==> config.mk <==
export PLATFORM = sky130hd
export DESIGN_NAME = adc_to_seven_segment_readout_core
export DESIGN_NICKNAME = d
export VERILOG_FILES = /design/src/rtl/adcss_pkg.sv /design/src/rtl/adc_to_seven_segment_readout_core.sv /design/src/rtl/adcss_front.sv /design/src/rtl/adcss_queue.sv /design/src/rtl/adcss_back.sv
export SDC_FILE = /design/constraint.sdc
export NUM_CORES = 1
export LEC_CHECK = 0
export BUFFER_PORTS_ARGS = -buffer_cell sky130_fd_sc_hd__buf_2
export CORE_MARGIN = 4
export CORE_UTILIZATION = 59
export DETAILED_ROUTE_END_ITERATION = 16
export GPL_ROUTABILITY_DRIVEN = 0
export HOLD_SLACK_MARGIN = 0.12
export PLACE_DENSITY = 0.79
export REMOVE_ABC_BUFFERS = 1
export SYNTH_ARGS = -nofsm -noshare
export SYNTH_HDL_FRONTEND = slang
export SYNTH_SLANG_ARGS = --single-unit
==> constraint.sdc <==
create_clock -name clk_i -period 6.55 [get_ports clk_i]
set_input_delay 1.31 -clock clk_i [delete_from_list [all_inputs] [get_ports clk_i]]
set_output_delay 1.31 -clock clk_i [all_outputs]
set_load 0.005 [all_outputs]
==> src/rtl/adcss_pkg.sv <==
`default_nettype none
// ----------------------------------------------------------------------------
// adcss_pkg: shared types and constants for the converter readout
// Scaling constants, segment table, and the entry that links front and back.
// ----------------------------------------------------------------------------
package adcss_pkg;

  // Field widths
  localparam int unsigned SampleWidth = 10;
  localparam int unsigned ValueWidth  = 14;   // holds 0..9999
  localparam int unsigned CoefWidth   = 14;
  localparam int unsigned ProdWidth   = SampleWidth + CoefWidth;
  localparam int unsigned ScaleShift  = 12;
  localparam int unsigned ScaledWidth = ProdWidth - ScaleShift;

  // Scaling constants
  localparam logic [CoefWidth-1:0] VoltGain      = 14'd12985;
  localparam logic [CoefWidth-1:0] ThermGain     = 14'd6006;
  localparam logic signed [19:0]   ThermScale    = 20'sd100;
  localparam logic signed [19:0]   ThermOffset   = 20'sd98600;
  localparam logic signed [27:0]   ThermSlope    = 28'sd144;
  localparam int unsigned          ThermShift    = 9;
  localparam logic [ValueWidth-1:0] DisplayMax   = 14'd9999;

  // Divide by ten: q = (r * 52429) >> 19, exact for r < 2**14
  localparam logic [15:0] Recip10      = 16'd52429;
  localparam int unsigned Recip10Shift = 19;

  // Segment codes (active high before inversion)
  localparam logic [7:0] DashPattern = 8'h40;
  localparam logic [7:0] DpBit       = 8'h80;

  // Digit positions
  localparam logic [1:0] PosHundreds  = 2'd2;
  localparam logic [1:0] PosThousands = 2'd3;

  // Queue depth between front and back
  localparam int unsigned QueueDepth = 2;

  // One classified sample handed from front to back
  typedef struct packed {
    logic [ValueWidth-1:0] value;   // clamped display value
    logic                  dash;    // over range: show dashes
    logic                  therm;   // thermometer scaling in effect
  } entry_t;

  // Seven-segment pattern for one decimal digit
  function automatic logic [7:0] seg_pattern(input logic [3:0] digit);
    logic [7:0] pat;
    case (digit)
      4'd0:    pat = 8'h3F;
      4'd1:    pat = 8'h06;
      4'd2:    pat = 8'h5B;
      4'd3:    pat = 8'h4F;
      4'd4:    pat = 8'h66;
      4'd5:    pat = 8'h6D;
      4'd6:    pat = 8'h7D;
      4'd7:    pat = 8'h07;
      4'd8:    pat = 8'h7F;
      4'd9:    pat = 8'h6F;
      default: pat = 8'h00;
    endcase
    return pat;
  endfunction

endpackage
`default_nettype wire

==> src/rtl/adc_to_seven_segment_readout_core.sv <==
`default_nettype none
// ----------------------------------------------------------------------------
// adc_to_seven_segment_readout_core: converter sample to display bytes
//
//   channel   direction  handshake     payload
//   sample    in         push / full   adc_sample_i
//   display   out        empty / pop   segment_byte_o, digit_position_o,
//                                      last_byte_o
//   config    in         cfg_we_i      cfg_wdata_i (thermometer mode)
//
// Samples pass through the registered scaling front and the queue; the back
// part then emits one byte per cycle while the display side keeps popping,
// units first, and the digit sequencer takes the next sample only after the
// thousands byte of the last. Reset clears all control state and sets
// thermometer mode; no clearing pass. A stalled display side fills the queue and then raises full.
// ----------------------------------------------------------------------------
module adc_to_seven_segment_readout_core #(
  parameter int unsigned QueueDepth = adcss_pkg::QueueDepth
) (
  input  wire logic                               clk_i,
  input  wire logic                               rst_ni,
  input  wire logic                               cfg_we_i,
  input  wire logic                               cfg_wdata_i,
  input  wire logic                               push,
  output      logic                               full,
  input  wire logic [adcss_pkg::SampleWidth-1:0]  adc_sample_i,
  output      logic                               empty,
  input  wire logic                               pop,
  output      logic [7:0]                         segment_byte_o,
  output      logic [1:0]                         digit_position_o,
  output      logic                               last_byte_o
);

  logic               therm_q;
  logic               front_ready;
  logic               front_valid;
  adcss_pkg::entry_t  front_entry;
  logic               q_full, q_empty, q_pop;
  adcss_pkg::entry_t  q_head;

  // Mode register
  always_ff @(posedge clk_i or negedge rst_ni) begin
    if (!rst_ni) begin
      therm_q <= 1'b1;
    end else if (cfg_we_i) begin
      therm_q <= cfg_wdata_i;
    end
  end

  assign full = !front_ready;

  // Scaling front
  adcss_front u_front (
    .clk_i       (clk_i),
    .rst_ni      (rst_ni),
    .therm_i     (therm_q),
    .in_valid_i  (push),
    .in_ready_o  (front_ready),
    .sample_i    (adc_sample_i),
    .out_valid_o (front_valid),
    .out_ready_i (!q_full),
    .out_entry_o (front_entry)
  );

  // Decoupling queue
  adcss_queue #(
    .Depth (QueueDepth)
  ) u_queue (
    .clk_i        (clk_i),
    .rst_ni       (rst_ni),
    .push_i       (front_valid),
    .push_entry_i (front_entry),
    .full_o       (q_full),
    .pop_i        (q_pop),
    .empty_o      (q_empty),
    .head_o       (q_head)
  );

  // Digit sequencer
  adcss_back u_back (
    .clk_i            (clk_i),
    .rst_ni           (rst_ni),
    .q_empty_i        (q_empty),
    .q_head_i         (q_head),
    .q_pop_o          (q_pop),
    .empty_o          (empty),
    .pop_i            (pop),
    .segment_byte_o   (segment_byte_o),
    .digit_position_o (digit_position_o),
    .last_byte_o      (last_byte_o)
  );

`ifndef SYNTHESIS
  // The last flag only ever rides on the thousands byte
  a_last_pos: assert property (@(posedge clk_i) disable iff (!rst_ni)
    (!empty && last_byte_o) |-> (digit_position_o == adcss_pkg::PosThousands))
    else $error("last byte not on thousands position");

  // Bytes of one sample follow without a gap, position counting up
  a_seq: assert property (@(posedge clk_i) disable iff (!rst_ni)
    (!empty && pop && !last_byte_o) |=>
      (!empty && (digit_position_o == $past(digit_position_o) + 2'd1)))
    else $error("digit sequence broken");

  // A full queue means the back side is holding a result
  a_full_q: assert property (@(posedge clk_i) disable iff (!rst_ni)
    q_full |-> !empty)
    else $error("queue full while display side idle");
`endif

endmodule
`default_nettype wire

==> src/rtl/adcss_front.sv <==
`default_nettype none
// ----------------------------------------------------------------------------
// adcss_front: sample scaling and range classification
// Two register stages scale the sample, a third step clamps and classifies.
// ----------------------------------------------------------------------------
module adcss_front (
  input  wire logic                                clk_i,
  input  wire logic                                rst_ni,
  input  wire logic                                therm_i,
  input  wire logic                                in_valid_i,
  output      logic                                in_ready_o,
  input  wire logic [adcss_pkg::SampleWidth-1:0]   sample_i,
  output      logic                                out_valid_o,
  input  wire logic                                out_ready_i,
  output      adcss_pkg::entry_t                   out_entry_o
);

  logic                                 advance;
  logic                                 valid1_q, valid2_q;
  logic                                 therm1_q, therm2_q;
  logic [adcss_pkg::ProdWidth-1:0]      prod_q, prod_d;
  logic [adcss_pkg::CoefWidth-1:0]      coef;
  logic [adcss_pkg::ScaledWidth-1:0]    scaled;
  logic signed [19:0]                   scaled_s;
  logic signed [19:0]                   lin_q, lin_d;
  logic signed [27:0]                   slope_prod;
  logic signed [19:0]                   val;
  logic                                 neg, over;

  // Pipeline moves unless the last stage holds a request the queue refuses
  assign advance    = !(valid2_q && !out_ready_i);
  assign in_ready_o = advance;

  // Stage 1: gain multiply
  assign coef   = therm_i ? adcss_pkg::ThermGain : adcss_pkg::VoltGain;
  assign prod_d = {{adcss_pkg::CoefWidth{1'b0}}, sample_i}
                * {{adcss_pkg::SampleWidth{1'b0}}, coef};

  // Stage 2: offset and scale of the thermometer path
  assign scaled   = prod_q[adcss_pkg::ProdWidth-1:adcss_pkg::ScaleShift];
  assign scaled_s = $signed({8'b0, scaled});
  assign lin_d    = therm1_q ? (scaled_s * adcss_pkg::ThermScale - adcss_pkg::ThermOffset)
                             : scaled_s;

  // Control registers
  always_ff @(posedge clk_i or negedge rst_ni) begin
    if (!rst_ni) begin
      valid1_q <= 1'b0;
      valid2_q <= 1'b0;
    end else if (advance) begin
      valid1_q <= in_valid_i;
      valid2_q <= valid1_q;
    end
  end

  // Payload registers
  always_ff @(posedge clk_i) begin
    if (advance) begin
      prod_q   <= prod_d;
      therm1_q <= therm_i;
      lin_q    <= lin_d;
      therm2_q <= therm1_q;
    end
  end

  // Stage 3: slope, floor shift, clamp and classify
  assign slope_prod = $signed({{8{lin_q[19]}}, lin_q}) * adcss_pkg::ThermSlope;
  assign val  = therm2_q ? {slope_prod[27], slope_prod[27:adcss_pkg::ThermShift]} : lin_q;
  assign neg  = val[19];
  assign over = !neg && (val[18:0] > 19'(adcss_pkg::DisplayMax));

  assign out_valid_o       = valid2_q;
  assign out_entry_o.value = (neg || over) ? '0 : val[adcss_pkg::ValueWidth-1:0];
  assign out_entry_o.dash  = over;
  assign out_entry_o.therm = therm2_q;

endmodule
`default_nettype wire

==> src/rtl/adcss_queue.sv <==
`default_nettype none
// ----------------------------------------------------------------------------
// adcss_queue: small register queue between front and back
// First-in first-out, head shown combinationally.
// ----------------------------------------------------------------------------
module adcss_queue #(
  parameter int unsigned Depth = adcss_pkg::QueueDepth
) (
  input  wire logic               clk_i,
  input  wire logic               rst_ni,
  input  wire logic               push_i,
  input  wire adcss_pkg::entry_t  push_entry_i,
  output      logic               full_o,
  input  wire logic               pop_i,
  output      logic               empty_o,
  output      adcss_pkg::entry_t  head_o
);

  localparam int unsigned PtrWidth = (Depth > 1) ? $clog2(Depth) : 1;
  localparam int unsigned CntWidth = $clog2(Depth + 1);
  localparam logic [PtrWidth-1:0] LastPtr = PtrWidth'(Depth - 1);

  adcss_pkg::entry_t      entries_q [Depth];
  logic [PtrWidth-1:0]    wr_ptr_q, rd_ptr_q;
  logic [CntWidth-1:0]    count_q;
  logic                   do_push, do_pop;

  assign full_o  = (count_q == CntWidth'(Depth));
  assign empty_o = (count_q == '0);
  assign do_push = push_i && !full_o;
  assign do_pop  = pop_i && !empty_o;
  assign head_o  = entries_q[rd_ptr_q];

  // Pointers and fill count
  always_ff @(posedge clk_i or negedge rst_ni) begin
    if (!rst_ni) begin
      wr_ptr_q <= '0;
      rd_ptr_q <= '0;
      count_q  <= '0;
    end else begin
      if (do_push) begin
        wr_ptr_q <= (wr_ptr_q == LastPtr) ? '0 : wr_ptr_q + 1'b1;
      end
      if (do_pop) begin
        rd_ptr_q <= (rd_ptr_q == LastPtr) ? '0 : rd_ptr_q + 1'b1;
      end
      if (do_push && !do_pop) begin
        count_q <= count_q + 1'b1;
      end else if (do_pop && !do_push) begin
        count_q <= count_q - 1'b1;
      end
    end
  end

  // Storage
  always_ff @(posedge clk_i) begin
    if (do_push) begin
      entries_q[wr_ptr_q] <= push_entry_i;
    end
  end

endmodule
`default_nettype wire

==> src/rtl/adcss_back.sv <==
`default_nettype none
// ----------------------------------------------------------------------------
// adcss_back: digit sequencer and output register
// Peels one decimal digit per cycle unless stalled, units first, into seg_q.
// ----------------------------------------------------------------------------
module adcss_back (
  input  wire logic               clk_i,
  input  wire logic               rst_ni,
  input  wire logic               q_empty_i,
  input  wire adcss_pkg::entry_t  q_head_i,
  output      logic               q_pop_o,
  output      logic               empty_o,
  input  wire logic               pop_i,
  output      logic [7:0]         segment_byte_o,
  output      logic [1:0]         digit_position_o,
  output      logic               last_byte_o
);

  localparam int unsigned VW = adcss_pkg::ValueWidth;

  logic                 busy_q;
  logic [1:0]           cnt_q;
  logic [VW-1:0]        rem_q;
  logic                 dash_q, therm_q;
  logic                 ovalid_q;
  logic [7:0]           seg_q;
  logic [1:0]           pos_q;
  logic                 last_q;

  logic                 out_free, step;
  logic [VW-1:0]        src_val;
  logic                 src_dash, src_therm;
  logic [1:0]           src_pos;
  logic [VW+15:0]       recip_prod;
  logic [VW-1:0]        quot;
  logic [VW-1:0]        rem10;
  logic [3:0]           digit;
  logic                 dp;
  logic [7:0]           pat;

  // Work on the running value, or start straight from the queue head
  assign out_free  = !ovalid_q || pop_i;
  assign step      = out_free && (busy_q || !q_empty_i);
  assign q_pop_o   = out_free && !busy_q && !q_empty_i;
  assign src_val   = busy_q ? rem_q   : q_head_i.value;
  assign src_dash  = busy_q ? dash_q  : q_head_i.dash;
  assign src_therm = busy_q ? therm_q : q_head_i.therm;
  assign src_pos   = busy_q ? cnt_q   : 2'd0;

  // Divide by ten through the reciprocal
  assign recip_prod = {16'b0, src_val} * {{VW{1'b0}}, adcss_pkg::Recip10};
  assign quot  = VW'(recip_prod >> adcss_pkg::Recip10Shift);
  assign rem10 = src_val - ((quot << 3) + (quot << 1));
  assign digit = rem10[3:0];

  // Pattern with decimal point
  assign dp  = src_therm ? (src_pos == adcss_pkg::PosHundreds)
                         : (src_pos == adcss_pkg::PosThousands);
  assign pat = (src_dash ? adcss_pkg::DashPattern : adcss_pkg::seg_pattern(digit))
             | (dp ? adcss_pkg::DpBit : 8'h00);

  // Control
  always_ff @(posedge clk_i or negedge rst_ni) begin
    if (!rst_ni) begin
      busy_q   <= 1'b0;
      cnt_q    <= '0;
      ovalid_q <= 1'b0;
    end else if (step) begin
      busy_q   <= (src_pos != adcss_pkg::PosThousands);
      cnt_q    <= src_pos + 2'd1;
      ovalid_q <= 1'b1;
    end else if (pop_i) begin
      ovalid_q <= 1'b0;
    end
  end

  // Payload
  always_ff @(posedge clk_i) begin
    if (step) begin
      rem_q   <= quot;
      dash_q  <= src_dash;
      therm_q <= src_therm;
      seg_q   <= ~pat;
      pos_q   <= src_pos;
      last_q  <= (src_pos == adcss_pkg::PosThousands);
    end
  end

  assign empty_o          = !ovalid_q;
  assign segment_byte_o   = seg_q;
  assign digit_position_o = pos_q;
  assign last_byte_o      = last_q;

endmodule
`default_nettype wire
==> run metrics <==
outcome=complete, but fails checks; failing checks=negative setup slack; Sink Count=101; WS Path Type=flip-flop to flip-flop; Layout Nets=1896; root buf cell=clkbuf_16; CTS Buf Count=9; non-filler cells, final=1774; Initial Utilization=0.602; Async SR Flop Fraction=0.109; worst-skew pair later-pin latency=0.36 ns; mux contribution to synthesized area=0.0217; Worst setup SP type=flip-flop; CTS tree=yes; vias in the first global route=10600; yosys synthesis warning count=0; main combinational cell family by area after synthesis=adder cells; Adder-Cell Fraction of Synth Area=0.435; CP max FO=8; Die Y=160 µm; f_max=146 MHz; final setup violation count=7; Hold WS=0.481 ns; Worst-path clk slew=0.08 ns; register area share after synthesis=0.218; vias=10000; first drt pass iteration count=4; Rel. slew slack=0.488; Buf/Inv on CP=6; XOR/XNOR Fraction of Synth Area=0.0434; first-pass GRT wire length=48500 µm; final slew viol count=0; Worst EP required=6.67 ns; WL/cell=16.3 µm; share of layout cells above drive strength 1=0.176; Routed Antenna Nets=0; max_cap viols=0; utilization after layout=0.689; Synth Area in Simple Gates=0.104; Crit. path cell count=25; Top delay family on crit path=adder cells; Worst EP arrival=6.95 ns; row cnt=55; R2R depth=25; Largest stage delay, worst path=0.56 ns; period utilisation layout=1.04; EDFF count, synth=90; DRC viols=0; core footprint=22700 µm²; pin count of the biggest net entering global routing=38; HPWL Detailed=23800 µm; # diodes=0; RSZ-0062 raised after global routing=yes; final wirelength=28900 µm; Slew @ Worst Pin=0.768 ns; hold crit path type=flip-flop to flip-flop; routed vias/inst=5.64; capturing element type of the critical path=flip-flop; Fillers=1577; I/O pins=29; placed insts=1743; clk buf depth=2; Port Buffers=28; hold path cells=1; synthesized flop and latch total=101; predominant post-synthesis flop cell=edfxtp_1; # hold bufs at CTS=0; die area=25700 µm²; initial DRC count=497; Final min period=6.83 ns; synthesis-to-layout area growth=14.4%; setup_tns=-1.70 ns; final hold vios=0; Worst Skew=0.0120 ns; average size of a mapped cell=10.1 µm²; Crit-path slowest cell=fa_2; cell area after synthesis=13700 µm²; H-tree Lvls=3; global route overflow=0; GRT Overall Usage=0.228; Compound-Gate Fraction of Synth Area=0.103; Mapped Cells=1350; chip width=160 µm; initial antenna violation count=1; Final WS setup=-0.276 ns; Netlist cell types=73
## routing by layer
layer | GRT usage | routed length [µm] | part of all wire
met2 | 0.434 | 15700 | 0.54
met5 | 0 | 12 | 0.00041
met1 | 0.270 | 11700 | 0.40
met4 | 0.0673 | 629 | 0.022
met3 | 0.0240 | 830 | 0.029
## cells in the mapped netlist, types with 5 or more instances
library cell | instances | area share
a2111oi_0 | 7 | 0.0045
a211oi_1 | 12 | 0.0066
a21o_1 | 21 | 0.012
a21oi_1 | 52 | 0.019
a31oi_1 | 7 | 0.0032
and2_1 | 22 | 0.010
and3_1 | 6 | 0.0027
buf_2 | 5 | 0.0018
clkbuf_1 | 23 | 0.0063
dfrtp_1 | 10 | 0.018
edfxtp_1 | 90 | 0.20
fa_1 | 133 | 0.19
ha_1 | 263 | 0.24
inv_1 | 234 | 0.064
mux2_2 | 5 | 0.0041
mux2i_1 | 24 | 0.018
nand2_1 | 49 | 0.013
nand2b_1 | 24 | 0.011
nand3_1 | 6 | 0.0022
nand3b_1 | 6 | 0.0033
nand4_1 | 6 | 0.0027
nor2_1 | 84 | 0.023
nor2b_1 | 13 | 0.0059
nor3_1 | 31 | 0.011
o211ai_1 | 9 | 0.0049
o21a_1 | 16 | 0.0088
o21ai_0 | 37 | 0.014
o21ai_1 | 8 | 0.0029
o21bai_1 | 6 | 0.0033
or2_2 | 11 | 0.0050
or3_1 | 5 | 0.0023
xnor2_1 | 41 | 0.026
xor2_1 | 24 | 0.015
## area by class of cell
cell class / count / area, µm² / share of cell area
clock buffers: 9 / 225 / 0.0144
clock inverters: 7 / 76.3 / 0.00488
inverters: 235 / 885 / 0.0566
multi-input cells: 985 / 10000 / 0.641
flip-flops and latches: 101 / 2980 / 0.191
well taps: 285 / 357 / 0.0228
repair buffers: 152 / 1100 / 0.0702
## layout by cell type (no fill, tap or decap), types with 11 or more instances in the layout
cell	count
a21o_1	21
a21oi_1	49
and2_1	21
buf_2	28
buf_4	119
edfxtp_1	90
fa_1	128
ha_1	250
ha_4	11
inv_1	221
inv_2	13
mux2i_1	21
nand2_1	48
nand2b_1	24
nor2_1	80
nor2b_1	13
nor3_1	29
o21a_1	15
o21ai_0	31
or2_2	11
xnor2_1	40
xor2_1	22
## worst reg2reg max path, cell delays in order (launching register included)
cell      delay (ns)
dfrtp_2         0.50
mux2i_4         0.23
nor2_2          0.14
inv_1           0.07
ha_1            0.29
inv_2           0.05
fa_2            0.56
inv_2           0.06
fa_1            0.52
fa_1            0.54
inv_1           0.06
fa_1            0.50
inv_2           0.05
fa_1            0.53
inv_2           0.05
ha_4            0.21
a21o_1          0.15
a221o_1         0.31
a21oi_2         0.23
o21ai_2         0.13
xnor2_2         0.17
ha_1            0.31
a211oi_2        0.22
xnor3_2         0.38
a211oi_2        0.27
nor3_2          0.06
## flip-flops by register name, indices dropped and copies added (netlist names), 2 cells and up
register	count
u_front.prod_q	12
u_back.rem_q	11
u_front.lin_q	20
u_back.digit_position_o	2
u_back.segment_byte_o	8
u_back.cnt_q	2
u_queue.count_q	2
u_queue.entries_q	32
## stage by stage
stage	setup WS [ns]	cell area, µm²
floorplan	-0.640	13500
finish	-0.276	15600
global placement	-0.230	14900
global route	-0.494	15600
detailed placement	-0.427	14900
CTS	0.00120	15400
## cells by family (layout without fill, tap and decap cells)
kind of cell,count (synthesis),count (layout)
buf+inv,265,403
mux,29,29
other cells,2,3
fa+ha+maj,396,396
xor+xnor,66,66
flops,101,101
simple gates,281,281
compound gates,210,210
## repair_timing
item,in CTS,in global routing
gates resized for setup,43,41
pin swaps,28,34
endpoints found under the setup margin,7,12
buffers inserted,8,9
## final timing paths
path / startpoint / endpoint / slack, ns
max in group asynchronous: rst_ni / therm_q$_DFFE_PN1P_ / 5.46
min: u_front.valid1_q$_DFFE_PN0N_ / u_front.out_valid_o$_DFFE_PN0N_ / 0.48
max: u_queue.rd_ptr_q$_DFFE_PN0P_ / u_back.segment_byte_o[6]$_DFFE_PP_ / -0.28
min in group asynchronous: rst_ni / u_front.valid1_q$_DFFE_PN0N_ / 0.82
min reg2reg: u_front.valid1_q$_DFFE_PN0N_ / u_front.out_valid_o$_DFFE_PN0N_ / 0.48
max reg2reg: u_queue.rd_ptr_q$_DFFE_PN0P_ / u_back.segment_byte_o[6]$_DFFE_PP_ / -0.28
Power is left out: the tool's default activity adds up to more than one toggle a clock period on the data nets, which glitch-free logic cannot reach.
